**src/rtl/pmfd_pkg.sv**
```systemverilog
// ---------------------------------------------------------------------------
// pmfd_pkg
// Shared types and constants of the paged monochrome draw engine.
// ---------------------------------------------------------------------------
package pmfd_pkg;

   localparam int COORD_W = 10;
   localparam int IDX_W   = 16;
   localparam int WIDTH_W = 9;
   localparam int HEIGHT_W = 7;

   typedef enum logic [2:0] {
      ACT_CLEAR = 3'd0,
      ACT_PIXEL = 3'd1,
      ACT_HLINE = 3'd2,
      ACT_VLINE = 3'd3,
      ACT_RECT  = 3'd4,
      ACT_FILL  = 3'd5,
      ACT_READ  = 3'd6,
      ACT_NONE  = 3'd7
   } action_type;

   typedef enum logic [1:0] {
      ROW_Y1   = 2'd0,
      ROW_Y2   = 2'd1,
      ROW_LO   = 2'd2,
      ROW_NEXT = 2'd3
   } row_sel_type;

   typedef struct packed {
      logic        load;
      logic        seg_h;
      row_sel_type row_sel;
      logic        seg_v;
      logic        col_x2;
      logic        step;
      logic        clr_start;
      logic        clr_full;
      logic        clr_step;
      logic        rd_pix;
      logic        wr_pix;
      logic        rd_byte;
      logic        rsp_load;
      logic        rsp_ok;
      logic        rsp_rd;
   } cmd_type;

   typedef struct packed {
      logic seg_last;
      logic row_last;
      logic pix_ok;
      logic clr_done;
      logic addr_ok;
      logic rsp_free;
   } status_type;

endpackage

```
**src/rtl/pmfd_ctrl.sv**
```systemverilog
// ---------------------------------------------------------------------------
// pmfd_ctrl
// Command sequencer: splits draw requests into segments and pixel steps.
// ---------------------------------------------------------------------------
module pmfd_ctrl (
   input  logic                 clock,
   input  logic                 reset,
   input  logic                 req_valid,
   input  logic [2:0]           req_action,
   output logic                 req_ready,
   input  pmfd_pkg::status_type status,
   output pmfd_pkg::cmd_type    cmd
);
   import pmfd_pkg::*;

   typedef enum logic [9:0] {
      ST_BOOT  = 10'b0000000001,
      ST_BCLR  = 10'b0000000010,
      ST_IDLE  = 10'b0000000100,
      ST_START = 10'b0000001000,
      ST_CLR   = 10'b0000010000,
      ST_CHK   = 10'b0000100000,
      ST_RD    = 10'b0001000000,
      ST_WR    = 10'b0010000000,
      ST_RWAIT = 10'b0100000000,
      ST_DONE  = 10'b1000000000
   } state_type;

   state_type  state_ff, state_in;
   action_type act_ff, act_in;
   logic [1:0] edge_ff, edge_in;
   logic       ok_ff, ok_in;
   logic       rdres_ff, rdres_in;

   assign req_ready = (state_ff == ST_IDLE);

   always_comb begin
      state_in = state_ff;
      act_in   = act_ff;
      edge_in  = edge_ff;
      ok_in    = ok_ff;
      rdres_in = rdres_ff;
      cmd      = '0;
      unique case (state_ff)
         ST_BOOT: begin
            cmd.clr_start = 1'b1;
            cmd.clr_full  = 1'b1;
            state_in      = ST_BCLR;
         end
         ST_BCLR: begin
            if (status.clr_done) begin
               state_in = ST_IDLE;
            end else begin
               cmd.clr_step = 1'b1;
            end
         end
         ST_IDLE: begin
            if (req_valid) begin
               cmd.load = 1'b1;
               act_in   = action_type'(req_action);
               ok_in    = 1'b0;
               rdres_in = 1'b0;
               edge_in  = 2'd0;
               state_in = ST_START;
            end
         end
         ST_START: begin
            unique case (act_ff)
               ACT_CLEAR: begin
                  cmd.clr_start = 1'b1;
                  state_in      = ST_CLR;
               end
               ACT_PIXEL, ACT_HLINE, ACT_RECT: begin
                  cmd.seg_h   = 1'b1;
                  cmd.row_sel = ROW_Y1;
                  state_in    = ST_CHK;
               end
               ACT_VLINE: begin
                  cmd.seg_v = 1'b1;
                  state_in  = ST_CHK;
               end
               ACT_FILL: begin
                  cmd.seg_h   = 1'b1;
                  cmd.row_sel = ROW_LO;
                  state_in    = ST_CHK;
               end
               ACT_READ: begin
                  if (status.addr_ok) begin
                     cmd.rd_byte = 1'b1;
                     state_in    = ST_RWAIT;
                  end else begin
                     state_in = ST_DONE;
                  end
               end
               default: begin
                  state_in = ST_DONE;
               end
            endcase
         end
         ST_CLR: begin
            if (status.clr_done) begin
               ok_in    = 1'b1;
               state_in = ST_DONE;
            end else begin
               cmd.clr_step = 1'b1;
            end
         end
         ST_CHK: begin
            state_in = ST_RD;
         end
         ST_RD: begin
            if (status.pix_ok) begin
               cmd.rd_pix = 1'b1;
               state_in   = ST_WR;
            end else begin
               state_in = ST_DONE;
            end
         end
         ST_WR: begin
            cmd.wr_pix = 1'b1;
            state_in   = ST_CHK;
            if (!status.seg_last) begin
               cmd.step = 1'b1;
            end else if (act_ff == ACT_RECT) begin
               // Outline order: row y1, column x1, row y2, column x2.
               edge_in = edge_ff + 2'd1;
               unique case (edge_ff)
                  2'd0: begin
                     cmd.seg_v = 1'b1;
                  end
                  2'd1: begin
                     cmd.seg_h   = 1'b1;
                     cmd.row_sel = ROW_Y2;
                  end
                  2'd2: begin
                     cmd.seg_v  = 1'b1;
                     cmd.col_x2 = 1'b1;
                  end
                  default: begin
                     ok_in    = 1'b1;
                     state_in = ST_DONE;
                  end
               endcase
            end else if (act_ff == ACT_FILL && !status.row_last) begin
               cmd.seg_h   = 1'b1;
               cmd.row_sel = ROW_NEXT;
            end else begin
               ok_in    = 1'b1;
               state_in = ST_DONE;
            end
         end
         ST_RWAIT: begin
            ok_in    = 1'b1;
            rdres_in = 1'b1;
            state_in = ST_DONE;
         end
         ST_DONE: begin
            if (status.rsp_free) begin
               cmd.rsp_load = 1'b1;
               cmd.rsp_ok   = ok_ff;
               cmd.rsp_rd   = rdres_ff;
               state_in     = ST_IDLE;
            end
         end
         default: begin
            state_in = ST_BOOT;
         end
      endcase
   end

   always_ff @(posedge clock) begin
      if (reset) begin
         state_ff <= ST_BOOT;
         act_ff   <= ACT_NONE;
         edge_ff  <= 2'd0;
         ok_ff    <= 1'b0;
         rdres_ff <= 1'b0;
      end else begin
         state_ff <= state_in;
         act_ff   <= act_in;
         edge_ff  <= edge_in;
         ok_ff    <= ok_in;
         rdres_ff <= rdres_in;
      end
   end

endmodule

```
**config.mk**
```make
export PLATFORM = sky130hd
export DESIGN_NAME = pmfd_ctrl
export DESIGN_NICKNAME = d
export VERILOG_FILES = /design/src/rtl/pmfd_pkg.sv /design/src/rtl/pmfd_ctrl.sv
export SDC_FILE = /design/constraint.sdc
export NUM_CORES = 1
export LEC_CHECK = 0
export BUFFER_PORTS_ARGS = -buffer_cell sky130_fd_sc_hd__buf_2
export CORE_ASPECT_RATIO = 1.1
export CORE_MARGIN = 4
export CORE_UTILIZATION = 58
export DETAILED_ROUTE_END_ITERATION = 6
export PLACE_DENSITY = 0.92
export SLEW_MARGIN = 20
export SYNTH_ARGS = -nofsm -noshare
export SYNTH_HDL_FRONTEND = slang
export SYNTH_SLANG_ARGS = --single-unit
```
**constraint.sdc**
```tcl
create_clock -name clock -period 5 [get_ports clock]
set_clock_uncertainty 0.15 [all_clocks]
set_input_delay 1 -clock clock [delete_from_list [all_inputs] [get_ports clock]]
set_output_delay 1 -clock clock [all_outputs]
set_load 0.05 [all_outputs]
```
==> metrics.yaml, run 1 <==
wl_met2_um: 1630
synth.most_common_cell: "dfxtp_1"
vias: 1297
synthToLayoutAreaGrowth_pct: 8.87
via_per_inst: 6.21
synth_commonest_cells: "dfxtp_1 (17), nor2_1 (13), nand2_1 (9), inv_1 (8), nor2b_1 (8)"
cts_max_path_buffers: 2
yosysSeqAreaShare_pct: 25.4
max-vdd-ir-drop_v: 0.000151
rows: 18
syn_avg_cell_area_um2: 8.54
worstSetupPathType: "reg2out"
wl_per_cell_um: 15.5
synth_seq_cells: 17
relSlewSlack_pct: 67.2
ctsResizeCount: 0
placed_area_mm2: 0.00143
core_mm2: 0.00223
cts_setup_buffers: 0
dp_hpwl_um: 2440
portBuffers: 28
fmax_ghz: 0.289
tightest_slew_ns: 0.480
synth_cells: 157
grt_pass1_wl_um: 5430
yosys_warnings: 0
drt-met1-wl_um: 1300
synth_ff_type: "dfxtp_1"
rsz0062_at_grt: "no"
clockRootBuffer: "clkbuf_4"
final_core_util_pct: 65.4
overflow: 0
synth-edff-count: 0
end_kind: "output pin"
drc: 0
finalSetupTns_ns: 0
hold-path-cell-count: 2
die-area_mm2: 0.00314
slew_violations: 0
dp_worst_setup_slack_ns: 1.81
status: "completed"
cp_max_fo: 9
worstRegToRegCells: 3
min_path_type: "reg2reg"
die_y_um: 58.4
top_layer_used: "met4"
final_cells: 209
drive_above_1_share_pct: 25.7
cts.reportedPaths.clkPinSlew_ns: 0.11
grt_pass1_vias: 1248
io_pins: 29
yosys.area.top_type: "dfxtp_1"
startpoint: "state_ff[3]"
setup_viol: 0
cp_data_required_time_ns: 3.85
placed_cells: 205
cts_hold_buf: 0
r2r_slack_ns: 2.87
worst_slack_ns: 1.55
clk_latency_ns: 0.30
yosys-top-cells-area: "dfxtp_1 (25%), nor4_4 (4.8%), ha_1 (3.7%)"
drv_cap: 0
cp_data_arrival_time_ns: 2.30
fin_crit_ns: 3.45
syn_nets: 173
fp.dieW_um: 53.8
cts_sinks: 17
period_share_pct: 69.1
synth_top_area_share_pct: 25.4
power_density_mw_per_mm2: 207
cts_tree: "yes"
setup.worst_path.start_class: "register"
wl_met3_um: 231
drtIter0Drc: 76
firstDrtPassIters: 4
postLayoutCellArea_mm2: 0.00146
synthArstFlopShare_pct: 0
grt_usage_pct: 22.7
gp_congestion: 0.874
crit_end: "cmd[11]"
cts_buffers: 3
ant_nets: 0
grt_max_degree: 20
antennaDiodeCount: 0
antenna_found_initial: 0
hold_violations: 0
start_util_pct: 60.1
p_leak_nw: 0.645
synth_cell_types: 55
final_nets: 196
r2r-end: "state_ff[2]"
routed_wl_um: 3230
htree_num_levels: 1
synth_area_mm2: 0.00134
r2r-start: "state_ff[3]"
state kept, by name, indices dropped and copies added, names as in the netlist:
register,count
edge_ff,2
state_ff,10
rdres_ff,1
ok_ff,1
act_ff,3
cell families (layout without fill, tap and decap cells):
family          Yosys count  in the layout  share of synthesized area, %
fa+ha+maj                 4              4                          3.73
buf+inv                  18             40                          8.59
flops                    17             17                          25.4
compound gates           32             32                          18.3
simple gates             83             83                          42.0
xor+xnor                  3              3                          1.96
layout by cell type (no fill, tap or decap), drive strengths merged, types with 5 or more instances in the layout:
master  count
inv         8
nor3        5
nand4       5
buf        28
nand2       9
nor2b       8
nand2b      5
dfxtp      17
nor2       14
and3        6
nor4        5
how the worst min path moves through the flow:
stage,end,slack (ns),startpoint
after global routing,rdres_ff,0.35,rdres_ff
after floorplan,rdres_ff,0.28,rdres_ff
after global placement,rdres_ff,0.29,rdres_ff
after detailed placement,rdres_ff,0.30,rdres_ff
final,rdres_ff,0.31,rdres_ff
after CTS,rdres_ff,0.32,rdres_ff
power breakdown:
| part | total (W) | internal, W | switching [W] | leakage, nW |
|---|---|---|---|---|
| clock | 0.0000773 | 0.0000311 | 0.0000462 | 0.0150 |
| combinational | 0.0000752 | 0.0000260 | 0.0000492 | 0.492 |
| sequential | 0.000150 | 0.000139 | 0.0000104 | 0.138 |
| total | 0.000302 | 0.000196 | 0.000106 | 0.645 |
layer usage:
layer  global-route usage, %  vias up
met5                       0        -
met4                    10.6        0
met3                    4.30        9
met2                    37.2       57
met1                    28.1      603
li1                        -      628
metrics by stage:
stage | power [W] | hold slack [ns]
after floorplan | 0.000211 | 0.277
after global placement | 0.000224 | 0.289
after detailed placement | 0.000226 | 0.302
after CTS | 0.000300 | 0.316
after global routing | 0.000317 | 0.347
final | 0.000302 | 0.310
final cells by class:
class,count,area (um^2)
Clock buffer,4,26.3
Fill cell,185,771
Timing Repair Buffer,28,140
Multi-Input combinational cell,122,885
Inverter,8,30.0
Sequential cell,17,340
Tap cell,30,37.5
critical path: stages, from the launching register on:
cell	delay, ns
dfxtp_1	0.41
nor4_4	0.48
nand3_1	0.37
inv_1	0.26
o211ai_1	0.12
o31ai_1	0.07
buf_2	0.30
Note: power is estimated with default switching activity, not from simulation.
==> run 2, diff against run 1 <==
- ABC_AREA: not set -> 1
- CORE_UTILIZATION: 58 -> 48
- PLACE_DENSITY: 0.92 -> 0.83
- clock period: 5 -> 2.88 ns (I/O delays scaled with it)
==> metrics.yaml, run 2 <==
status: "completed"
start_util_pct: 50.2
drv_cap: 0
fp.dieW_um: 56.9
cts_tree: "yes"
finalSetupTns_ns: 0
antennaDiodeCount: 0
cp_max_fo: 7
cp_data_arrival_time_ns: 1.85
setup.worst_path.start_class: "register"
yosys.area.top_type: "dfxtp_1"
pwr-share-seq_pct: 45.9
via_per_inst: 4.96
grt_usage_pct: 17.6
die-area_mm2: 0.00352
synth_commonest_cells: "nand2_1 (38), inv_1 (31), nor2_1 (31), dfxtp_1 (17), nand3_1 (10)"
final_nets: 242
wl_per_cell_um: 11.3
cts_hold_buf: 0
overflow: 0
syn_nets: 210
drtIter0Drc: 25
largest_reg_flops: 10
yosysSeqAreaShare_pct: 26.9
grt_pass1_vias: 1143
syn_avg_cell_area_um2: 6.52
crit_chain: "nor2_2, nand2_4, nor3_4, nand2_2, o22ai_1, buf_2"
final_common_cell: "nand2_1"
synth_seq_cells: 17
drc: 0
fmax_ghz: 0.389
setup_viol: 0
period_share_pct: 89.3
clockRootBuffer: "clkbuf_4"
synth.most_common_cell: "nand2_1"
max-vdd-ir-drop_v: 0.000289
biggestRegsByFlops: "state_ff: 10 flops, act_ff: 3 flops, edge_ff: 2 flops"
cp_data_required_time_ns: 2.15
htree_num_levels: 1
cts_sinks: 17
antenna_found_initial: 0
synth_area_mm2: 0.00126
routed_wl_um: 2900
synth-edff-count: 0
placed_area_mm2: 0.00144
postLayoutCellArea_mm2: 0.00147
p_leak_nw: 0.747
largest_register: "state_ff"
clkPwrFrac_pct: 23.9
cts_max_path_buffers: 2
cts_setup_buffers: 0
relSlewSlack_pct: 80.6
rows: 19
fin_crit_ns: 2.57
vias: 1269
internal_power_w: 0.000342
dp_hpwl_um: 2440
clk_latency_ns: 0.30
grt_pass1_wl_um: 4850
power_density_mw_per_mm2: 378
yosys_warnings: 0
synthArstFlopShare_pct: 0
cts_buffers: 3
synth_cells: 194
hold_violations: 0
cts.reportedPaths.clkPinSlew_ns: 0.11
slew_violations: 0
p_sw_w: 0.000212
cp_slowest_stage_delay_ns: 0.34
worstSetupPathType: "reg2out"
die_y_um: 61.8
power_frac_comb_pct: 30.2
final_cell_mix: "nand2_1 (38), inv_1 (31), nor2_1 (31)"
drive_above_1_share_pct: 30.2
core_mm2: 0.00252
io_pins: 29
ctsResizeCount: 0
synthToLayoutAreaGrowth_pct: 16.0
tightest_slew_ns: 0.289
crit_path_top_delay_cell: "dfxtp_1"
synth_top_area_share_pct: 26.9
portBuffers: 28
firstDrtPassIters: 4
grt_max_degree: 11
end_kind: "output pin"
rsz0062_at_grt: "no"
min_path_type: "reg2reg"
ant_nets: 0
gp_congestion: 0.880
swShare_pct: 38.2
yosys-top-cells-area: "dfxtp_1 (27%), nand2_1 (11%), inv_1 (9.2%)"
synth_cell_types: 26
synth_ff_type: "dfxtp_1"
## run 2: cell count changes after synthesis, moves of 6 or more
cell	delta
nand2_2	+8
nor2_4	+7
nor2_2	+6
nand3_1	+6
nand2_1	+29
inv_1	+23
nor2b_1	-8
nor2_1	+18
and3_1	-6
## run 2: metal layers
metal / global-route usage, % / part of all wire [%]
met1: 21.2 / 44
met2: 31.3 / 47
met3: 2.27 / 6.1
met4: 8.61 / 2.0
met5: 0 / 0
## run 2: logic make-up after synthesis
group	synth area share [%]
and+or+nand+nor	48.4
buffers and inverters	10.7
AOI/OAI and AO/OA	10.1
DFF	26.9
adders and majority gates	3.96
## run 2: power groups by stage
stage / registers, W / logic (W) / clock network, W
floorplan: 0.000259 / 0.000131 / 0
global placement: 0.000260 / 0.000167 / 0
detailed placement: 0.000260 / 0.000168 / 0
CTS: 0.000255 / 0.000168 / 0.000135
global route: 0.000257 / 0.000185 / 0.000144
finish: 0.000254 / 0.000168 / 0.000133
## run 2: worst max-delay path: cells and delay by family (launching register included)
family                 cells  cell delay [ns]
AO/OA/AOI/OAI              1             0.17
flip-flops                 1             0.34
buffers and inverters      1             0.29
AND/OR/NAND/NOR            4             0.75
## run 2: cell type report
class                   instances  area, um^2
fillers                       265        1050
multi-input cells             141         790
flip-flops and latches         17         340
repair buffers                 28         140
inverters                      35         131
well taps                      31        38.8
clock buffers                   3        22.5
clock inverters                 1        5.00
## run 2: metrics by stage
stage / util [%] / hold slack, ns / total power, W / cells / setup WS, ns
5_1_grt: 58.2 / 0.342 / 0.000585 / 256 / 0.214
6_report: 58.2 / 0.328 / 0.000555 / 256 / 0.308
3_5_place_dp: 57.2 / 0.309 / 0.000428 / 252 / 0.649
3_3_place_gp: 57.2 / 0.309 / 0.000427 / 252 / 0.689
2_1_floorplan: - / 0.291 / 0.000390 / 194 / 0.0232
4_1_cts: 58.2 / 0.329 / 0.000558 / 256 / 0.303
## run 2: path summary, 6_finish.rpt
path	startpoint	to	slack, ns	cells after the start
max reg2reg	state_ff[9]	edge_ff[1]	1.34	8
min reg2reg	rdres_ff	rdres_ff	0.33	2
min	rdres_ff	rdres_ff	0.33	2
max	state_ff[2]	cmd[14]	0.31	6
==> run 3, diff against run 2 <==
- PLACE_DENSITY: 0.83 -> 0.73
- TNS_END_PERCENT: not set -> 30
==> metrics.yaml, run 3 (same netlist as run 2, synthesis figures left out) <==
status: "completed"
htree_num_levels: 1
gp_congestion: 0.870
grt_usage_pct: 18.4
drv_cap: 0
core_mm2: 0.00252
firstDrtPassIters: 4
cts_hold_buf: 0
dp_hpwl_um: 2390
hold-path-cell-count: 2
via_per_inst: 4.84
crit_path_top_delay_cell: "dfxtp_1"
clk_latency_ns: 0.29
cts_max_path_buffers: 2
die_y_um: 61.8
final_common_cell: "nand2_1"
io_pins: 29
portBuffers: 28
antenna_found_initial: 0
r2r_slack_ns: 1.32
drtIter0Drc: 35
postLayoutCellArea_mm2: 0.00147
grt_max_degree: 11
cp_max_fo: 7
hold_violations: 0
grt_pass1_vias: 1175
wl_per_cell_um: 11.5
synthToLayoutAreaGrowth_pct: 16.0
cts.reportedPaths.clkPinSlew_ns: 0.11
cts_tree: "yes"
worstSetupPathType: "reg2out"
start_util_pct: 50.2
worst_slack_ns: 0.322
antennaDiodeCount: 0
setup.worst_path.start_class: "register"
max-vdd-ir-drop_v: 0.000273
tightest_slew_ns: 0.308
fillCellCount: 282
worstRegToRegCells: 8
startpoint: "state_ff[2]"
drc: 0
largest_reg_flops: 10
dp_worst_setup_slack_ns: 0.665
placed_area_mm2: 0.00144
period_share_pct: 88.8
min_to: "ok_ff"
vias: 1239
final_cell_mix: "nand2_1 (38), inv_1 (31), nor2_1 (31)"
clockRootBuffer: "clkbuf_4"
fp.dieW_um: 56.9
biggestRegsByFlops: "state_ff: 10 flops, act_ff: 3 flops, edge_ff: 2 flops"
min_path_type: "reg2reg"
r2r-end: "act_ff[2]"
ctsResizeCount: 0
end_kind: "output pin"
r2r-start: "state_ff[9]"
final_nets: 242
ant_nets: 0
cts_setup_buffers: 0
setup_viol: 0
power_density_mw_per_mm2: 378
fin_crit_ns: 2.56
relSlewSlack_pct: 79.4
cp_slowest_stage_delay_ns: 0.34
rows: 19
drive_above_1_share_pct: 30.2
crit_chain: "nor2_2, nand2_4, nor3_4, nand2_2, o22ai_1, buf_2"
hold_path.startpoint: "ok_ff"
largest_register: "state_ff"
cts_sinks: 17
die-area_mm2: 0.00352
fmax_ghz: 0.391
overflow: 0
cp_data_arrival_time_ns: 1.83
grt_pass1_wl_um: 5060
cp_data_required_time_ns: 2.15
slew_violations: 0
finalSetupTns_ns: 0
cts_buffers: 3
routed_wl_um: 2940
rsz0062_at_grt: "no"
p_leak_nw: 0.747
[run 3: how the worst max path moves through the flow]
stage | endpoint | slack (ns) | cells past startpoint
final | cmd[14] | 0.32 | 6
after floorplan | cmd[9] | 0.02 | 1
after global placement | cmd[14] | 0.66 | 6
after global routing | cmd[14] | 0.19 | 6
after CTS | cmd[14] | 0.32 | 6
after detailed placement | cmd[14] | 0.66 | 6
[run 3: where the power goes]
| part | total, W | switching [W] | internal, W |
|---|---|---|---|
| registers | 0.000255 | 0.0000102 | 0.000244 |
| logic | 0.000169 | 0.000123 | 0.0000463 |
| clock network | 0.000131 | 0.0000792 | 0.0000516 |
[run 3: worst max-delay path, delay by kind of cell, from the launching register on]
family	cells	cell delay (ns)
flops	1	0.34
buf+inv	1	0.28
simple gates	4	0.75
compound gates	1	0.16
[run 3: per-layer routing]
layer | wire length [um] | track usage, %
met5 | 0 | 0
met4 | 33 | 6.62
met3 | 143 | 2.48
met2 | 1380 | 32.1
met1 | 1390 | 23.5
[run 3: layout make-up]
class	instances	area, um^2	share of cell area (%)
sequential	17	340	23.2
clock buffer	3	22.5	1.53
tap	31	38.8	2.64
clock inverter	1	5.00	0.341
timing repair buffer	28	140	9.55
inverter	35	131	8.95
multi-input combinational	141	790	53.8
[run 3: metrics by stage]
| stage | hold slack [ns] | cells | power, W | utilization [%] |
|---|---|---|---|---|
| detailed placement | 0.313 | 252 | 0.000430 | 57.2 |
| floorplan | 0.291 | 194 | 0.000390 | - |
| CTS | 0.330 | 256 | 0.000558 | 58.2 |
| finish | 0.328 | 256 | 0.000554 | 58.2 |
| global placement | 0.310 | 252 | 0.000428 | 57.2 |
| global route | 0.340 | 256 | 0.000586 | 58.2 |
